$ cat src/hdl/fmc_pkg.sv
// Shared types, register codes and helpers of the flashlight mode controller.
package fmc_pkg;

   localparam int unsigned DEBOUNCE_SAMPLES_DEFAULT = 4;
   localparam int unsigned MODE_COUNT               = 5;
   localparam int unsigned LOW_READINGS_NEEDED      = 4;
   localparam int unsigned LEVEL_ENTRIES            = 5;

   localparam int unsigned LEVEL_W   = 8;
   localparam int unsigned MODE_W    = 3;
   localparam int unsigned TABLE_W   = LEVEL_ENTRIES * LEVEL_W;
   localparam int unsigned TURBO_W   = 16;
   localparam int unsigned COUNT_W   = 8;
   localparam int unsigned RUN_W     = 3;
   localparam int unsigned CSR_IDX_W = 3;
   localparam int unsigned REQ_W     = 16;
   localparam int unsigned RSP_W     = 16;

   // configuration register indexes
   localparam logic [CSR_IDX_W-1:0] CSR_LEVEL_TABLE    = 3'd0;
   localparam logic [CSR_IDX_W-1:0] CSR_TURBO_LIMIT    = 3'd1;
   localparam logic [CSR_IDX_W-1:0] CSR_BATT_LOW       = 3'd2;
   localparam logic [CSR_IDX_W-1:0] CSR_BATT_CRITICAL  = 3'd3;
   localparam logic [CSR_IDX_W-1:0] CSR_BATT_DELAY     = 3'd4;
   localparam logic [CSR_IDX_W-1:0] CSR_LONG_PRESS     = 3'd5;

   // register reset values
   localparam logic [TABLE_W-1:0] LEVEL_TABLE_RESET   = 40'hFF_7D_20_10_00;
   localparam logic [TURBO_W-1:0] TURBO_LIMIT_RESET   = 16'd5625;
   localparam logic [7:0]         BATT_LOW_RESET      = 8'd130;
   localparam logic [7:0]         BATT_CRIT_RESET     = 8'd120;
   localparam logic [7:0]         BATT_DELAY_RESET    = 8'd188;
   localparam logic [7:0]         LONG_PRESS_RESET    = 8'd32;

   localparam logic [LEVEL_W-1:0] LEVEL_TURBO = 8'd255;
   localparam logic [LEVEL_W-1:0] LEVEL_OFF   = 8'd0;

   typedef struct packed {
      logic [TABLE_W-1:0] level_table;
      logic [TURBO_W-1:0] turbo_limit;
      logic [7:0]         battery_low_level;
      logic [7:0]         battery_critical_level;
      logic [7:0]         battery_check_delay;
      logic [7:0]         long_press_ticks;
   } cfg_type;

   typedef struct packed {
      logic [LEVEL_W-1:0] pwm_level;
      logic [MODE_W-1:0]  mode_number;
      logic               sleeping;
      logic               start_conversion;
   } result_type;

   // level of a mode; modes past the table read as off
   function automatic logic [LEVEL_W-1:0] level_of(input logic [TABLE_W-1:0] tbl,
                                                   input logic [MODE_W-1:0]  m);
      logic [TABLE_W-1:0] shifted;
      shifted = tbl >> {m, 3'b000};
      if (m >= MODE_W'(LEVEL_ENTRIES))
         return LEVEL_OFF;
      return shifted[LEVEL_W-1:0];
   endfunction

   function automatic logic [MODE_W-1:0] mode_up(input logic [MODE_W-1:0] m);
      logic [MODE_W:0] nxt;
      nxt = {1'b0, m} + 1'b1;
      if (nxt >= (MODE_W+1)'(MODE_COUNT))
         return '0;
      return nxt[MODE_W-1:0];
   endfunction

   function automatic logic [MODE_W-1:0] mode_down(input logic [MODE_W-1:0] m);
      if (m == '0 || {1'b0, m} >= (MODE_W+1)'(MODE_COUNT))
         return MODE_W'(MODE_COUNT - 1);
      return m - 1'b1;
   endfunction

endpackage

$ cat src/hdl/fmc_csr.sv
// Configuration register file of the flashlight mode controller.
module fmc_csr
   import fmc_pkg::*;
(
   input  logic                 clock,
   input  logic                 reset,
   input  logic                 wr_en,
   input  logic [CSR_IDX_W-1:0] wr_index,
   input  logic [TABLE_W-1:0]   wr_data,
   output cfg_type              cfg
);

   cfg_type cfg_ff, cfg_in;

   always_comb begin
      cfg_in = cfg_ff;
      if (wr_en) begin
         unique case (wr_index)
            CSR_LEVEL_TABLE:   cfg_in.level_table            = wr_data;
            CSR_TURBO_LIMIT:   cfg_in.turbo_limit            = wr_data[TURBO_W-1:0];
            CSR_BATT_LOW:      cfg_in.battery_low_level      = wr_data[7:0];
            CSR_BATT_CRITICAL: cfg_in.battery_critical_level = wr_data[7:0];
            CSR_BATT_DELAY:    cfg_in.battery_check_delay    = wr_data[7:0];
            CSR_LONG_PRESS:    cfg_in.long_press_ticks       = wr_data[7:0];
            default:           cfg_in = cfg_ff;  // unmapped index: drop
         endcase
      end
   end

   always_ff @(posedge clock) begin
      if (reset) begin
         cfg_ff.level_table            <= LEVEL_TABLE_RESET;
         cfg_ff.turbo_limit            <= TURBO_LIMIT_RESET;
         cfg_ff.battery_low_level      <= BATT_LOW_RESET;
         cfg_ff.battery_critical_level <= BATT_CRIT_RESET;
         cfg_ff.battery_check_delay    <= BATT_DELAY_RESET;
         cfg_ff.long_press_ticks       <= LONG_PRESS_RESET;
      end else begin
         cfg_ff <= cfg_in;
      end
   end

   assign cfg = cfg_ff;

endmodule

$ cat src/hdl/fmc_core.sv
// Per-tick state update: debounce, press timing, turbo timeout, battery check, sleep.
module fmc_core
   import fmc_pkg::*;
#(
   parameter int unsigned DEBOUNCE_SAMPLES = DEBOUNCE_SAMPLES_DEFAULT
)
(
   input  logic       clock,
   input  logic       reset,
   input  logic       step_en,
   input  logic       switch_down,
   input  logic       conversion_done,
   input  logic [7:0] battery_reading,
   input  cfg_type    cfg,
   output result_type result
);

   logic [DEBOUNCE_SAMPLES-1:0] hist_ff, hist_in, hist_sh;
   logic [COUNT_W-1:0]          held_ff, held_in, held_inc, wait_dec;
   logic [MODE_W-1:0]           mode_ff, mode_in, mode_turbo, mode_batt;
   logic [TURBO_W-1:0]          turbo_ff, turbo_in, turbo_inc;
   logic [COUNT_W-1:0]          wait_ff, wait_in;
   logic [RUN_W-1:0]            run_ff, run_in, run_upd;
   logic                        asleep_ff, asleep_in;
   logic                        armed_ff, armed_in;
   logic                        run, pressed, start, turbo_step, low_step;
   logic [7:0]                  thr;

   // one debounce sample: shift raw switch into the history
   assign hist_sh = DEBOUNCE_SAMPLES'({hist_ff, switch_down});

   assign held_inc  = (held_ff != '1) ? held_ff + 1'b1 : held_ff;
   assign turbo_inc = (turbo_ff != '1) ? turbo_ff + 1'b1 : turbo_ff;
   assign wait_dec  = (wait_ff != '0) ? wait_ff - 1'b1 : wait_ff;

   assign turbo_step = (level_of(cfg.level_table, mode_ff) == LEVEL_TURBO)
                       && (turbo_inc > cfg.turbo_limit);
   assign mode_turbo = turbo_step ? mode_down(mode_ff) : mode_ff;
   assign thr        = (mode_turbo == MODE_W'(1)) ? cfg.battery_critical_level
                                                  : cfg.battery_low_level;

   always_comb begin
      if (!conversion_done)
         run_upd = run_ff;
      else if (battery_reading < thr)
         run_upd = (run_ff != '1) ? run_ff + 1'b1 : run_ff;
      else
         run_upd = '0;
   end

   assign low_step  = (run_upd >= RUN_W'(LOW_READINGS_NEEDED));
   assign mode_batt = low_step ? mode_down(mode_turbo) : mode_turbo;

   always_comb begin
      hist_in   = hist_ff;
      held_in   = held_ff;
      mode_in   = mode_ff;
      turbo_in  = turbo_ff;
      wait_in   = wait_ff;
      run_in    = run_ff;
      asleep_in = asleep_ff;
      armed_in  = armed_ff;
      run       = 1'b1;
      pressed   = 1'b0;
      start     = 1'b0;

      if (asleep_ff) begin
         run = 1'b0;
         if (!armed_ff) begin
            // wait for the switch to read released
            held_in = '0;
            hist_in = hist_sh;
            if (hist_sh == '0)
               armed_in = 1'b1;
         end else if (switch_down) begin
            asleep_in = 1'b0;
            armed_in  = 1'b0;
            run       = 1'b1;
         end
      end

      if (run) begin
         hist_in = hist_sh;
         pressed = (hist_sh != '0);
         if (pressed) begin
            held_in  = held_inc;
            if (held_inc == cfg.long_press_ticks)
               mode_in = mode_down(mode_ff);
            turbo_in = '0;
            wait_in  = cfg.battery_check_delay;
         end else begin
            if (held_ff != '0 && held_ff < cfg.long_press_ticks) begin
               mode_in = mode_up(mode_ff);
            end else begin
               if (level_of(cfg.level_table, mode_ff) == LEVEL_TURBO)
                  turbo_in = turbo_inc;
               mode_in = mode_turbo;
               wait_in = wait_dec;
               if (wait_dec == '0) begin
                  run_in  = run_upd;
                  mode_in = mode_batt;
                  if (low_step) begin
                     run_in  = '0;
                     wait_in = cfg.battery_check_delay;
                  end
                  start = 1'b1;
               end
            end
            held_in = '0;
         end
         // change into an off mode: go to sleep
         if (mode_in != mode_ff && level_of(cfg.level_table, mode_in) == LEVEL_OFF) begin
            asleep_in = 1'b1;
            armed_in  = 1'b0;
            held_in   = '0;
         end
      end
   end

   always_ff @(posedge clock) begin
      if (reset) begin
         hist_ff   <= '0;
         held_ff   <= '0;
         mode_ff   <= '0;
         turbo_ff  <= '0;
         wait_ff   <= BATT_DELAY_RESET;
         run_ff    <= '0;
         asleep_ff <= 1'b1;
         armed_ff  <= 1'b0;
      end else if (step_en) begin
         hist_ff   <= hist_in;
         held_ff   <= held_in;
         mode_ff   <= mode_in;
         turbo_ff  <= turbo_in;
         wait_ff   <= wait_in;
         run_ff    <= run_in;
         asleep_ff <= asleep_in;
         armed_ff  <= armed_in;
      end
   end

   assign result.pwm_level        = level_of(cfg.level_table, mode_in);
   assign result.mode_number      = mode_in;
   assign result.sleeping         = asleep_in;
   assign result.start_conversion = start;

endmodule

$ cat src/hdl/flashlight_mode_controller.sv
// Flashlight mode controller top level: stream channels, config port, result register.
//
// One req word per 16 ms tick carries the raw switch sample and the battery
// converter status and reading; each accepted word yields exactly one rsp
// word with the PWM level, mode number, sleep flag and conversion request.
// The csr channel writes the configuration registers by index (always ready);
// write only while no tick is in flight.
// The rsp word is registered and appears in the cycle after its req word is accepted.
// Throughput: one word per cycle unless rsp stalls; the state update is a single
// pass of compare-and-count logic between the state registers and the rsp register.
// Stall: while rsp_tvalid is high and rsp_tready low, the rsp word holds and
// req_tready drops; a word is taken in the same cycle the held word leaves.
// Reset: configuration returns to its defaults, the block starts asleep in
// mode 0 and waits for a release and then a press.
module flashlight_mode_controller
   import fmc_pkg::*;
#(
   parameter int unsigned DEBOUNCE_SAMPLES = DEBOUNCE_SAMPLES_DEFAULT
)
(
   input  logic                 clock,
   input  logic                 reset,
   input  logic                 req_tvalid,
   output logic                 req_tready,
   // [0] switch_down, [1] conversion_done, [9:2] battery_reading, [15:10] zero
   input  logic [REQ_W-1:0]     req_tdata,
   output logic                 rsp_tvalid,
   input  logic                 rsp_tready,
   // [7:0] pwm_level, [10:8] mode_number, [11] sleeping,
   // [12] start_conversion, [15:13] zero
   output logic [RSP_W-1:0]     rsp_tdata,
   input  logic                 csr_valid,
   output logic                 csr_ready,
   input  logic [CSR_IDX_W-1:0] csr_index,
   input  logic [TABLE_W-1:0]   csr_data
);

   cfg_type    cfg;
   result_type result;
   result_type rsp_ff;
   logic       rsp_valid_ff, rsp_valid_in;
   logic       accept;

   assign csr_ready  = 1'b1;
   assign req_tready = !rsp_valid_ff || rsp_tready;
   assign accept     = req_tvalid && req_tready;

   fmc_csr u_csr (
      .clock    (clock),
      .reset    (reset),
      .wr_en    (csr_valid && csr_ready),
      .wr_index (csr_index),
      .wr_data  (csr_data),
      .cfg      (cfg)
   );

   fmc_core #(
      .DEBOUNCE_SAMPLES (DEBOUNCE_SAMPLES)
   ) u_core (
      .clock           (clock),
      .reset           (reset),
      .step_en         (accept),
      .switch_down     (req_tdata[0]),
      .conversion_done (req_tdata[1]),
      .battery_reading (req_tdata[9:2]),
      .cfg             (cfg),
      .result          (result)
   );

   always_comb begin
      rsp_valid_in = rsp_valid_ff;
      if (accept)
         rsp_valid_in = 1'b1;
      else if (rsp_tready)
         rsp_valid_in = 1'b0;
   end

   always_ff @(posedge clock) begin
      if (reset)
         rsp_valid_ff <= 1'b0;
      else
         rsp_valid_ff <= rsp_valid_in;
   end

   // load the result word on accept, hold otherwise
   always_ff @(posedge clock) begin
      if (accept)
         rsp_ff <= result;
   end

   assign rsp_tvalid = rsp_valid_ff;
   assign rsp_tdata  = {3'b000, rsp_ff.start_conversion, rsp_ff.sleeping,
                        rsp_ff.mode_number, rsp_ff.pwm_level};

endmodule

$ cat config.mk
export PLATFORM = sky130hd
export DESIGN_NAME = flashlight_mode_controller
export DESIGN_NICKNAME = d
export VERILOG_FILES = /design/src/hdl/fmc_pkg.sv /design/src/hdl/fmc_csr.sv /design/src/hdl/fmc_core.sv /design/src/hdl/flashlight_mode_controller.sv
export SDC_FILE = /design/constraint.sdc
export NUM_CORES = 1
export LEC_CHECK = 0
export ABC_CLOCK_PERIOD_IN_PS = 11000
export BUFFER_PORTS_ARGS = -buffer_cell sky130_fd_sc_hd__buf_4
export CORE_MARGIN = 2
export CORE_UTILIZATION = 52
export DETAILED_ROUTE_END_ITERATION = 7
export GPL_TIMING_DRIVEN = 0
export PLACE_DENSITY = 0.82
export SETUP_SLACK_MARGIN = 0.5
export SYNTH_ARGS = -nofsm -noshare
export SYNTH_HDL_FRONTEND = slang
export SYNTH_HIERARCHICAL = 1
export SYNTH_SLANG_ARGS = --single-unit
$ cat constraint.sdc
create_clock -name clock -period 11 [get_ports clock]
set_input_delay 1.1 -clock clock [delete_from_list [all_inputs] [get_ports clock]]
set_output_delay 1.1 -clock clock [all_outputs]
set_load 0.01 [all_outputs]
==> flow_summary_export.csv <==
group,metric,value,unit
global_routing,grt.overflow.total,0,
clock_network,h-tree-depth,4,
clock_network,numCtsBuffers,17,
critical_path,cp-end-kind,"register",
sta,fmax,102,MHz
global_routing,grt_usage,27.6,%
global_routing,antenna_found_initial,0,
global_routing,first_global_vias,7966,
global_routing,grt_pass1_wl,40200,um
finish,final_common_cell,"nor2_1",
sta,rsz0062_at_grt,"false",
power_and_ir_drop,peakVddDrop,0.106,mV
floorplan,initial_core_util,53.2,%
synth,yosysWarningCount,6,
drt,via_per_inst,6.11,
floorplan,fp.dieArea,0.0188,mm^2
power_and_ir_drop,power_density,121,mW/mm^2
placement,io_buffer_count,72,
critical_path,worstPathMaxFanout,10,
drt,via_count,8435,
critical_path,slowest_delay,610,ps
clock_network,cts_max_path_buffers,2,
critical_path,slowest_stage,"a2111oi_2",
clock_network,cts_hold_buffers,0,
critical_path,cp_common_cell,"and3_1",
sta,max_slew_margin,42.2,%
finish,syn_to_final_growth,15.6,%
synth,ys_ff_latch,145,
synth,synth_area,0.00921,mm^2
drt,routed_wl,25400,um
finish,final_cell_mix,"nor2_1 (133), dfxtp_1 (132), mux2i_1 (103)",
placement,place_congestion,0.990,
floorplan,fp.dieW,137,um
sta,setup_viol,0,
job,max_cap_violations,0,
drt,wire_per_inst,18.4,um
clock_network,clkTransAtPathRegs,60,ps
sta,period_needed,9790,ps
sta,fin_skew,10.1,ps
sta,slew_violations,0,
global_routing,grt_max_degree,18,
critical_path,path_class,"reg -> reg",
clock_network,clk_latency,420,ps
synth,syn-instance-count,1051,
clock_network,clock_sinks,145,
drt,remaining_drc_errors,0,
floorplan,row_count,48,
drt,ant_nets,0,
finish,drive_gt1_share,16.3,%
finish,finalNetCount,1251,
synth,ys_types,88,
clock_network,clock-root-buffer,"clkbuf_16",
power_and_ir_drop,leakage,4.33,nW
placement,hpwl,18900,um
clock_network,cts_tree,"built",
critical_path,required,11170,ps
critical_path,r2r_setup_slack,1210,ps
floorplan,core-area,0.0173,mm^2
synth,async_flop_share,0,%
sta,fin_setup_tns,0,ps
synth,syn_area_per_cell,8.76,um^2
synth,synth-edff-count,13,
finish,utilization,61.5,%
sta,worst_pin_slew,864,ps
critical_path,critPathLaunchType,"register",
floorplan,chipHeight,137,um
sta,min_period_over_period,89.0,%
run_status,status,"finished, final reports clean",
drt,first_pass_iters,5,
drt,drt_iter0_markers,789,
sta,finalHoldViolCount,0,
finish,antenna_cells,0,
synth,synth_top_flop_cell,"dfxtp_1",
floorplan,io_pins,83,
critical_path,crit_arrival,9960,ps
worst_hold_path,min_path_type,"reg -> reg",
synth,synth_seq_area_share,32.9,%
==> path summary, 6_finish.rpt <==
check | start | to | cells past startpoint
max | u_core/turbo_ff[3] | rsp_tdata[6] | 33
max reg2reg | u_core/turbo_ff[3] | rsp_tdata[6] | 33
min | u_csr/cfg[30] | u_csr/cfg[30] | 2
min reg2reg | u_csr/cfg[30] | u_csr/cfg[30] | 2
==> power breakdown <==
group          internal (mW)  switching (mW)
registers              0.545         0.00943
logic                 0.0594          0.0799
clock network          0.363           0.230
==> sequential cells by signal, summed over array words and instances, names as in the netlist <==
| register | flops |
|---|---|
| u_core/armed_ff | 1 |
| u_core/mode_ff | 3 |
| u_csr/cfg | 88 |
| rsp_tvalid | 1 |
| u_core/asleep_ff | 1 |
| u_core/wait_ff | 8 |
| rsp_tdata | 13 |
| u_core/held_ff | 8 |
| u_core/run_ff | 3 |
| u_core/hist_ff | 3 |
| u_core/turbo_ff | 16 |
==> repair_timing <==
item | in CTS | in global routing
gates resized for setup | 0 | 2
endpoints found under the setup margin | 0 | 17
buffers inserted | 0 | 0
==> cell type report <==
type	instances	area, um^2
Buffer	59	325
Clock buffer	19	443
Clock inverter	12	156
Fill cell	1440	6650
Inverter	37	139
Multi-Input combinational cell	812	5730
Sequential cell	145	3030
Tap cell	225	282
Timing Repair Buffer	72	541
==> Yosys cell counts, types with 5 or more instances <==
master    instances  area (um^2)
o21ai_0          20          100
nor3_1           23          115
nor3_2            5         50.1
a22oi_1           9         67.6
nor2_1          133          499
nor4_1           18          113
mux4_2            8          180
a21o_1           11         82.6
xnor2_1          17          149
inv_1            35          131
xor2_1            7         61.3
mux2i_1         103         1030
ha_1             43          538
a21oi_1          55          275
a31oi_1          11         68.8
nor3b_1           7         52.6
nand2_1          62          233
nand3b_1          5         37.5
buf_4             8         60.1
nand2b_1         81          507
clkbuf_1         27          101
or3_1             6         37.5
buf_2            17         85.1
and3_1           15         93.8
dfxtp_1         132         2640
nand3_1          29          145
edfxtp_1         13          390
buf_6             7         78.8
a221oi_1          6         52.6
nand4_1          22          138
a22o_1            8         70.1
and4_1            6         52.6
==> worst max-delay path: cells and delay by family, from the launching register on <==
| kind | cells | cell delay, ps |
|---|---|---|
| and+or+nand+nor | 13 | 3200 |
| muxes | 3 | 1350 |
| DFF | 1 | 300 |
| adders and majority gates | 3 | 950 |
| xor gates and xnor gates | 1 | 160 |
| buffers and inverters | 2 | 350 |
| AOI/OAI and AO/OA | 11 | 3200 |
==> layer usage <==
| metal | share of wire (%) | global-route usage (%) |
|---|---|---|
| met5 | 0 | 0 |
| met3 | 9.1 | 5.15 |
| met2 | 46 | 45.3 |
| met1 | 41 | 35.9 |
| met4 | 3.3 | 11.2 |
==> kinds of logic (layout without fill, tap and decap cells) <==
family | after synthesis | in the layout | synth area share, %
AOI/OAI and AO/OA | 172 | 172 | 13.4
DFF | 145 | 145 | 32.9
adders and majority gates | 43 | 43 | 5.84
and+or+nand+nor | 453 | 453 | 26.7
buffers and inverters | 96 | 199 | 5.04
xor gates and xnor gates | 24 | 24 | 2.28
muxes | 116 | 116 | 13.8
other | 2 | 4 | 0.0816
==> per-stage QoR <==
step           hold slack (ps)  setup WS, ps  power, mW  std cells  cell area [um^2]
2_1_floorplan              444          2820      0.646       1053              9220
5_1_grt                    509           571       1.33       1381             10600
3_5_place_dp               466           797      0.700       1350             10000
3_3_place_gp               460           888      0.697       1350             10000
4_1_cts                    476           850       1.29       1381             10600
6_report                   478          1210       1.29       1381             10600
(Power assumes the default switching activity.)
